$ cat config.mk
export PLATFORM = sky130hd
export DESIGN_NAME = rpn_stack_evaluator_unit
export DESIGN_NICKNAME = d
export VERILOG_FILES = /design/src/rtl/core/rpn_pkg.sv /design/src/rtl/core/rpn_stack_evaluator_unit.sv /design/src/rtl/core/rpn_alu.sv
export SDC_FILE = /design/constraint.sdc
export NUM_CORES = 2
export LEC_CHECK = 0
export BUFFER_PORTS_ARGS = -buffer_cell sky130_fd_sc_hd__buf_2
export CORE_MARGIN = 2
export CORE_UTILIZATION = 35
export CTS_CLUSTER_SIZE = 30
export DETAILED_ROUTE_END_ITERATION = 7
export MAX_ROUTING_LAYER = met4
export PLACE_DENSITY_LB_ADDON = 0.2
export SYNTH_ARGS = -nofsm -noshare
export SYNTH_HDL_FRONTEND = slang
export SYNTH_SLANG_ARGS = --single-unit
$ cat constraint.sdc
create_clock -name clock -period 7.1 [get_ports clock]
set_clock_uncertainty 0.1 [all_clocks]
set_input_delay 1.42 -clock clock [delete_from_list [all_inputs] [get_ports clock]]
set_output_delay 1.42 -clock clock [all_outputs]
set_load 0.02 [all_outputs]
$ cat src/rtl/core/rpn_pkg.sv
`timescale 1ns / 1ps
// ----------------------------------------------------------------------------
// RPN evaluator package
// Shared widths, token and status codes, and the arithmetic unit's interface
// types.
// ----------------------------------------------------------------------------
package rpn_pkg;

   localparam int DATA_W              = 32;
   localparam int OP_W                = 3;
   localparam int STATUS_W            = 2;
   localparam int CNT_W               = $clog2(DATA_W);
   localparam int DEFAULT_STACK_DEPTH = 64;

   // token codes
   localparam logic [OP_W-1:0] OP_PUSH = 3'd0;
   localparam logic [OP_W-1:0] OP_ADD  = 3'd1;
   localparam logic [OP_W-1:0] OP_SUB  = 3'd2;
   localparam logic [OP_W-1:0] OP_MUL  = 3'd3;
   localparam logic [OP_W-1:0] OP_DIV  = 3'd4;

   // status codes
   localparam logic [STATUS_W-1:0] ST_OK        = 2'd0;
   localparam logic [STATUS_W-1:0] ST_UNDERFLOW = 2'd1;
   localparam logic [STATUS_W-1:0] ST_FULL      = 2'd2;
   localparam logic [STATUS_W-1:0] ST_DIVZERO   = 2'd3;

   typedef struct packed {
      logic            start;
      logic [OP_W-1:0] op;
   } alu_req_type;

   typedef struct packed {
      logic              done;
      logic [DATA_W-1:0] result;
   } alu_rsp_type;

endpackage

$ cat src/rtl/core/rpn_stack_evaluator_unit.sv
`timescale 1ns / 1ps
// ----------------------------------------------------------------------------
// RPN stack evaluator
// Evaluates reverse Polish tokens on a stack of signed 32-bit values.
// ----------------------------------------------------------------------------
// One token per transfer; each yields one response with the top value, depth
// and status. A push, an unused code, an underflow or a full stack goes
// straight to the response state. An operator passes through one stack
// memory read, the bit-serial steps of the arithmetic unit, one fix-up step
// and the response state; a divide by zero skips the arithmetic unit. The
// response sits in an output register, so the next token is taken while a
// response still waits. The top of stack is also held in a register; the whole
// stack sits in a single-port-write memory.
// ----------------------------------------------------------------------------
module rpn_stack_evaluator_unit #(
   parameter int STACK_DEPTH = rpn_pkg::DEFAULT_STACK_DEPTH,
   localparam int SP_W       = $clog2(STACK_DEPTH + 1),
   localparam int IDX_W      = $clog2(STACK_DEPTH)
) (
   input  logic                                 clock,
   input  logic                                 reset,
   input  logic                                 req_valid,
   output logic                                 req_stall,
   input  logic [rpn_pkg::OP_W-1:0]             req_operation,
   input  logic signed [rpn_pkg::DATA_W-1:0]    req_operand,
   input  logic                                 req_start_req,
   output logic                                 rsp_valid,
   input  logic                                 rsp_stall,
   output logic signed [rpn_pkg::DATA_W-1:0]    rsp_top_value,
   output logic [SP_W-1:0]                      rsp_depth,
   output logic [rpn_pkg::STATUS_W-1:0]         rsp_status
);

   localparam int W = rpn_pkg::DATA_W;

   typedef enum logic [3:0] {
      S_IDLE  = 4'b0001,
      S_READ  = 4'b0010,
      S_EXEC  = 4'b0100,
      S_REPLY = 4'b1000
   } state_type;

   state_type                         state_ff, state_in;
   logic [SP_W-1:0]                   sp_ff, sp_in;
   logic [W-1:0]                      tos_ff, tos_in;
   logic [rpn_pkg::OP_W-1:0]          op_ff, op_in;
   logic [rpn_pkg::STATUS_W-1:0]      status_ff, status_in;
   logic                              rsp_valid_ff, rsp_valid_in;
   logic [W-1:0]                      rsp_top_ff;
   logic [SP_W-1:0]                   rsp_depth_ff;
   logic [rpn_pkg::STATUS_W-1:0]      rsp_status_ff;
   logic                              rsp_load;

   logic [W-1:0]                      stack_mem [STACK_DEPTH];
   logic [W-1:0]                      rd_ff;
   logic                              rd_en;
   logic [IDX_W-1:0]                  rd_addr;
   logic                              wr_en;
   logic [IDX_W-1:0]                  wr_addr;
   logic [W-1:0]                      wr_data;

   logic                              accept;
   logic [SP_W-1:0]                   sp_eff;
   logic [W-1:0]                      tos_eff;
   logic                              is_oper;

   rpn_pkg::alu_req_type              alu_req;
   rpn_pkg::alu_rsp_type              alu_rsp;

   assign accept  = req_valid && !req_stall;
   assign sp_eff  = req_start_req ? '0 : sp_ff;
   assign tos_eff = req_start_req ? '0 : tos_ff;
   assign is_oper = (req_operation == rpn_pkg::OP_ADD) || (req_operation == rpn_pkg::OP_SUB)
                 || (req_operation == rpn_pkg::OP_MUL) || (req_operation == rpn_pkg::OP_DIV);
   assign rd_addr = IDX_W'(sp_eff - SP_W'(2));
   assign rsp_load = (state_ff == S_REPLY) && (!rsp_valid_ff || !rsp_stall);

   always_comb begin
      state_in    = state_ff;
      sp_in       = sp_ff;
      tos_in      = tos_ff;
      op_in       = op_ff;
      status_in   = status_ff;
      rd_en       = 1'b0;
      wr_en       = 1'b0;
      wr_addr     = IDX_W'(sp_eff);
      wr_data     = req_operand;
      alu_req     = '0;
      alu_req.op  = op_ff;
      unique case (state_ff)
         S_IDLE: begin
            if (accept) begin
               sp_in     = sp_eff;
               tos_in    = tos_eff;
               op_in     = req_operation;
               status_in = rpn_pkg::ST_OK;
               state_in  = S_REPLY;
               priority if (req_operation == rpn_pkg::OP_PUSH) begin
                  if (sp_eff == SP_W'(STACK_DEPTH)) begin
                     status_in = rpn_pkg::ST_FULL;
                  end else begin
                     wr_en  = 1'b1;
                     sp_in  = sp_eff + SP_W'(1);
                     tos_in = req_operand;
                  end
               end else if (is_oper) begin
                  if (sp_eff < SP_W'(2)) begin
                     status_in = rpn_pkg::ST_UNDERFLOW;
                  end else begin
                     // fetch the left operand; the right one is the top register
                     rd_en    = 1'b1;
                     state_in = S_READ;
                  end
               end else begin
                  status_in = rpn_pkg::ST_OK;
               end
            end
         end
         S_READ: begin
            if ((op_ff == rpn_pkg::OP_DIV) && (tos_ff == '0)) begin
               status_in = rpn_pkg::ST_DIVZERO;
               state_in  = S_REPLY;
            end else begin
               alu_req.start = 1'b1;
               state_in      = S_EXEC;
            end
         end
         S_EXEC: begin
            wr_addr = IDX_W'(sp_ff - SP_W'(2));
            wr_data = alu_rsp.result;
            if (alu_rsp.done) begin
               wr_en    = 1'b1;
               sp_in    = sp_ff - SP_W'(1);
               tos_in   = alu_rsp.result;
               state_in = S_REPLY;
            end
         end
         S_REPLY: begin
            if (rsp_load) begin
               state_in = S_IDLE;
            end
         end
         default: begin
            state_in = S_IDLE;
         end
      endcase
   end

   // output register: load a fresh response or drop a taken one
   always_comb begin
      priority if (rsp_load) begin
         rsp_valid_in = 1'b1;
      end else if (!rsp_stall) begin
         rsp_valid_in = 1'b0;
      end else begin
         rsp_valid_in = rsp_valid_ff;
      end
   end

   always_ff @(posedge clock) begin
      if (reset) begin
         state_ff     <= S_IDLE;
         sp_ff        <= '0;
         tos_ff       <= '0;
         rsp_valid_ff <= 1'b0;
      end else begin
         state_ff     <= state_in;
         sp_ff        <= sp_in;
         tos_ff       <= tos_in;
         rsp_valid_ff <= rsp_valid_in;
      end
   end

   always_ff @(posedge clock) begin
      op_ff     <= op_in;
      status_ff <= status_in;
      if (rsp_load) begin
         rsp_top_ff    <= tos_ff;
         rsp_depth_ff  <= sp_ff;
         rsp_status_ff <= status_ff;
      end
   end

   always_ff @(posedge clock) begin
      if (wr_en) begin
         stack_mem[wr_addr] <= wr_data;
      end
   end

   always_ff @(posedge clock) begin
      if (rd_en) begin
         rd_ff <= stack_mem[rd_addr];
      end
   end

   rpn_alu u_alu (
      .clock   (clock),
      .reset   (reset),
      .alu_req (alu_req),
      .left    (rd_ff),
      .right   (tos_ff),
      .alu_rsp (alu_rsp)
   );

   assign req_stall     = (state_ff != S_IDLE);
   assign rsp_valid     = rsp_valid_ff;
   assign rsp_top_value = rsp_top_ff;
   assign rsp_depth     = rsp_depth_ff;
   assign rsp_status    = rsp_status_ff;

endmodule

$ cat src/rtl/core/rpn_alu.sv
`timescale 1ns / 1ps
// ----------------------------------------------------------------------------
// RPN serial arithmetic unit
// Add and subtract one bit per cycle through a carry flop, multiply by
// shift-and-add one multiplier bit per cycle, divide by restoring division
// one quotient bit per cycle. DATA_W steps, then one sign fix-up state.
// ----------------------------------------------------------------------------
module rpn_alu (
   input  logic                             clock,
   input  logic                             reset,
   input  rpn_pkg::alu_req_type             alu_req,
   input  logic [rpn_pkg::DATA_W-1:0]       left,
   input  logic [rpn_pkg::DATA_W-1:0]       right,
   output rpn_pkg::alu_rsp_type             alu_rsp
);

   localparam int W = rpn_pkg::DATA_W;

   typedef enum logic [2:0] {
      A_IDLE = 3'b001,
      A_RUN  = 3'b010,
      A_FIX  = 3'b100
   } alu_state_type;

   alu_state_type                 state_ff, state_in;
   logic [rpn_pkg::CNT_W-1:0]     cnt_ff, cnt_in;
   logic [rpn_pkg::OP_W-1:0]      op_ff, op_in;
   logic [W-1:0]                  a_ff, a_in;
   logic [W-1:0]                  b_ff, b_in;
   logic [W-1:0]                  acc_ff, acc_in;
   logic [W-1:0]                  rem_ff, rem_in;
   logic                          carry_ff, carry_in;
   logic                          neg_ff, neg_in;
   logic [W:0]                    trial;
   logic                          sum_bit;
   logic [W-1:0                 ] left_mag, right_mag;

   assign left_mag  = left[W-1]  ? (~left + W'(1))  : left;
   assign right_mag = right[W-1] ? (~right + W'(1)) : right;
   assign trial     = {rem_ff, a_ff[W-1]} - {1'b0, b_ff};
   assign sum_bit   = a_ff[0] ^ b_ff[0] ^ carry_ff;

   always_comb begin
      state_in = state_ff;
      cnt_in   = cnt_ff;
      op_in    = op_ff;
      a_in     = a_ff;
      b_in     = b_ff;
      acc_in   = acc_ff;
      rem_in   = rem_ff;
      carry_in = carry_ff;
      neg_in   = neg_ff;
      unique case (state_ff)
         A_IDLE: begin
            if (alu_req.start) begin
               state_in = A_RUN;
               cnt_in   = '0;
               op_in    = alu_req.op;
               acc_in   = '0;
               rem_in   = '0;
               neg_in   = left[W-1] ^ right[W-1];
               carry_in = (alu_req.op == rpn_pkg::OP_SUB);
               a_in     = (alu_req.op == rpn_pkg::OP_DIV) ? left_mag : left;
               priority if (alu_req.op == rpn_pkg::OP_DIV) begin
                  b_in = right_mag;
               end else if (alu_req.op == rpn_pkg::OP_SUB) begin
                  b_in = ~right;
               end else begin
                  b_in = right;
               end
            end
         end
         A_RUN: begin
            cnt_in = cnt_ff + rpn_pkg::CNT_W'(1);
            if (cnt_ff == rpn_pkg::CNT_W'(W - 1)) begin
               state_in = A_FIX;
            end
            priority if (op_ff == rpn_pkg::OP_MUL) begin
               acc_in = b_ff[0] ? (acc_ff + a_ff) : acc_ff;
               a_in   = {a_ff[W-2:0], 1'b0};
               b_in   = {1'b0, b_ff[W-1:1]};
            end else if (op_ff == rpn_pkg::OP_DIV) begin
               // restore on a negative trial, shift the quotient bit in
               rem_in = trial[W] ? {rem_ff[W-2:0], a_ff[W-1]} : trial[W-1:0];
               a_in   = {a_ff[W-2:0], ~trial[W]};
            end else begin
               acc_in   = {sum_bit, acc_ff[W-1:1]};
               carry_in = (a_ff[0] & b_ff[0]) | (carry_ff & (a_ff[0] ^ b_ff[0]));
               a_in     = {1'b0, a_ff[W-1:1]};
               b_in     = {1'b0, b_ff[W-1:1]};
            end
         end
         A_FIX: begin
            state_in = A_IDLE;
         end
         default: begin
            state_in = A_IDLE;
         end
      endcase
   end

   always_ff @(posedge clock) begin
      if (reset) begin
         state_ff <= A_IDLE;
      end else begin
         state_ff <= state_in;
      end
   end

   always_ff @(posedge clock) begin
      cnt_ff   <= cnt_in;
      op_ff    <= op_in;
      a_ff     <= a_in;
      b_ff     <= b_in;
      acc_ff   <= acc_in;
      rem_ff   <= rem_in;
      carry_ff <= carry_in;
      neg_ff   <= neg_in;
   end

   always_comb begin
      alu_rsp.done = (state_ff == A_FIX);
      priority if (op_ff == rpn_pkg::OP_DIV) begin
         alu_rsp.result = neg_ff ? (~a_ff + W'(1)) : a_ff;
      end else begin
         alu_rsp.result = acc_ff;
      end
   end

endmodule

==> flow_metrics.tcl <==
set metrics [dict create \
    leakage_nw 34.2 \
    crit_family "compound AO/OA/AOI/OAI gates" \
    grt-ovfl-total 0 \
    reg2reg_depth 11 \
    regArea_sq_um 68900 \
    grt_max_degree 120 \
    drtIter0Drc 6573 \
    startpoint "req_start_req" \
    cts_num_sinks 2311 \
    synthAdderAreaFrac_pct 1.04 \
    layout_setup_ws_ps 1280 \
    synth-xor-area-share_pct 1.34 \
    grt_pass1_vias 56000 \
    fill_cells 25100 \
    hp-class "reg -> reg" \
    antenna_found_initial 10 \
    cts.path.max_buffers 3 \
    synthToLayoutAreaGrowth_pct 14.7 \
    ys_top_cells_by_area "edfxtp_1 71%, mux4_2 6.0%, nand2_1 3.0%" \
    grt_pass1_wl_um 423000 \
    cts_max_level 4 \
    status "complete, no violations" \
    drive_gt1_share_pct 16.3 \
    synthesis.area_sq_um 95800 \
    ctsResizeCount 0 \
    rows 192 \
    die_h_um 527 \
    ys_seq_area_share_pct 72.0 \
    synth_edf_count 2264 \
    worst_pin_slew_ps 1370 \
    hold_violations 0 \
    synth_most_common_cell "edfxtp_1" \
    grt_usage_pct 21.7 \
    grt_setup_unrepaired "false" \
    viasPerCell 5.64 \
    die_area_sq_um 278000 \
    final_max_slew_viol_count 0 \
    portBuffers 82 \
    synthArstFlopShare_pct 0 \
    cts_setup_buffers 0 \
    crit_arrival_ps 6450 \
    max_freq_ghz 0.172 \
    cts-buffers-inserted 232 \
    r2r_start "sp_ff[1]$_SDFFE_PP0P_" \
    end_kind "flip-flop" \
    place.gp.congestion 0.875 \
    synth-main-ff-cell "edfxtp_1" \
    postCtsHoldBufs 0 \
    path_buf_inv 4 \
    synth_cell_types 83 \
    clkLatencyLatePin_ps 900 \
    ios 83 \
    ys_ff_latch 2311 \
    synth.area.mux_share_pct 8.96 \
    ys_top_cells_by_count "2264 x edfxtp_1, 772 x nand2_1, 549 x nor2_1" \
    clockRootBuffer "clkbuf_16" \
    synth_warnings 0 \
    slew_headroom_pct 7.81 \
    start_util_pct 35.1 \
    synth_top_area_cell "edfxtp_1" \
    die_w_um 527 \
    pre_cts_ws_ps 598 \
    r2r_end "rd_ff[18]$_DFFE_PP_" \
    post-route-period-util_pct 81.9 \
    layout_min_cycle_time_ps 5820 \
    synth_area_per_cell_sq_um 15.5 \
    setup.worst_path.end "rd_ff[18]$_DFFE_PP_" \
    vias 57200 \
    required_ps 7730 \
    ir_drop_uv 282 \
    crit_type "in -> reg" \
    synth_top_family_by_area "multiplexers" \
    rrSetupSlack_ps 2070 \
    cp_slowest_stage_delay_ps 950 \
    synth_compound_area_share_pct 7.56 \
    syn_nets 6306 \
    finalSetupViolCount 0 \
    cts_tree "built" \
    coreArea_sq_um 273000 \
    drv_cap 0 \
    setup_tns_ps 0 \
    power.density_nw_per_um2 259 \
    crit_chain "buf_2, inv_1, nand2_1, ha_4, nand2b_4, buf_12, buf_12, o221ai_1, nor2_1, nor3_1, a31oi_1, a211oi_1, a31oi_1" \
    startpoint_type "primary input" \
    drt_wl_total_um 299000 \
    antenna_left 0 \
    yosys.area_share.simple_pct 7.28 \
    fin_util_pct 40.3 \
    yosysTopAreaCellShare_pct 71.0 \
    dp_hpwl_um 172000 \
    clk_pin_slew_ps 60 \
    multi_input_area_sq_um 25900 \
    synthCells 6188 \
    wl_per_cell_um 29.4 \
    worstPathMaxFanout 48 \
    fin_hold_ws_ps 323 \
    firstDrtPassIters 6 \
    drc 0 \
    layout.nets 6467 \
    cp_slowest_cell "a31oi_1" \
    worst-path-stages 13 \
]
[how the worst min path moves through the flow]
| stage | from | endpoint | slack (ps) | cells past startpoint |
|---|---|---|---|---|
| after detailed placement | status_ff[1]$_SDFFCE_PN1P_ | rsp_status[1]$_DFFE_PP_ | 320 | 0 |
| final | status_ff[1]$_SDFFCE_PN1P_ | rsp_status[1]$_DFFE_PP_ | 320 | 0 |
| after floorplan | status_ff[0]$_SDFFCE_PN1P_ | rsp_status[0]$_DFFE_PP_ | 300 | 0 |
| after CTS | status_ff[1]$_SDFFCE_PN1P_ | rsp_status[1]$_DFFE_PP_ | 310 | 0 |
| after global routing | status_ff[1]$_SDFFCE_PN1P_ | rsp_status[1]$_DFFE_PP_ | 320 | 0 |
| after global placement | status_ff[1]$_SDFFCE_PN1P_ | rsp_status[1]$_DFFE_PP_ | 320 | 0 |
[cell usage in the layout (no fill, tap or decap), types with 75 or more instances in the layout]
cell and n:
mux2i_1 281, a31oi_1 109, nand2_1 763, nand3_1 91, o221ai_1 253, o21ai_0 117
buf_4 179, a21oi_1 169, buf_2 83, a211oi_1 77, edfxtp_1 2264, clkbuf_16 235
xnor2_1 75, nor2_1 481, mux4_2 256, nor3_1 93
[layer usage]
layer,vias to the layer above,GRT usage (%),wire length [um]
met5,-,-,0
met4,0,5.50,7370
met3,393,3.48,20100
met2,2070,33.4,139000
met1,30200,30.1,133000
li1,24600,-,-
[stage by stage]
stage	cell area, sq um	total power [mW]	cells
global placement	102000	16.3	9703
global route	110000	29.3	10100
floorplan	95800	15.9	6188
detailed placement	102000	16.3	9704
CTS	110000	28.7	10100
finish	110000	28.5	10100
[kinds of logic (layout without fill, tap and decap cells)]
kind of cell               count (synthesis)  after routing
and+or+nand+nor                         1657           1657
adders and majority gates                 78             78
buffers and inverters                    451            817
other                                      0              5
muxes                                    537            537
AOI/OAI and AO/OA                       1008           1008
xor gates and xnor gates                 146            146
DFF                                     2311           2311
[flip-flops by register name, summed over array words and instances (netlist names)]
name,count
u_alu.b_ff,32
rsp_valid,1
rsp_depth,7
u_alu.carry_ff,1
rsp_top_value,32
u_alu.op_ff,3
stack_mem,2048
u_alu.cnt_ff,5
op_ff,3
u_alu.neg_ff,1
rd_ff,32
state_ff,4
sp_ff,7
u_alu.acc_ff,32
tos_ff,32
rsp_status,2
u_alu.a_ff,32
u_alu.rem_ff,32
u_alu.state_ff,3
status_ff,2
[area by class of cell]
type | instances | share of cell area, %
antenna | 5 | 0.0114
clock buffer | 290 | 5.54
clock inverter | 149 | 1.41
inverter | 75 | 0.263
multi-input combinational | 3426 | 23.6
sequential | 2311 | 62.7
tap | 3589 | 4.09
timing repair buffer | 303 | 2.35
[where the power goes]
part / switching [mW] / internal (mW) / leakage (nW)
clock: 5.34 / 7.09 / 3.71
sequential: 0.0612 / 15.0 / 20.7
combinational: 0.721 / 0.252 / 9.78
(Power assumes the default switching activity.)
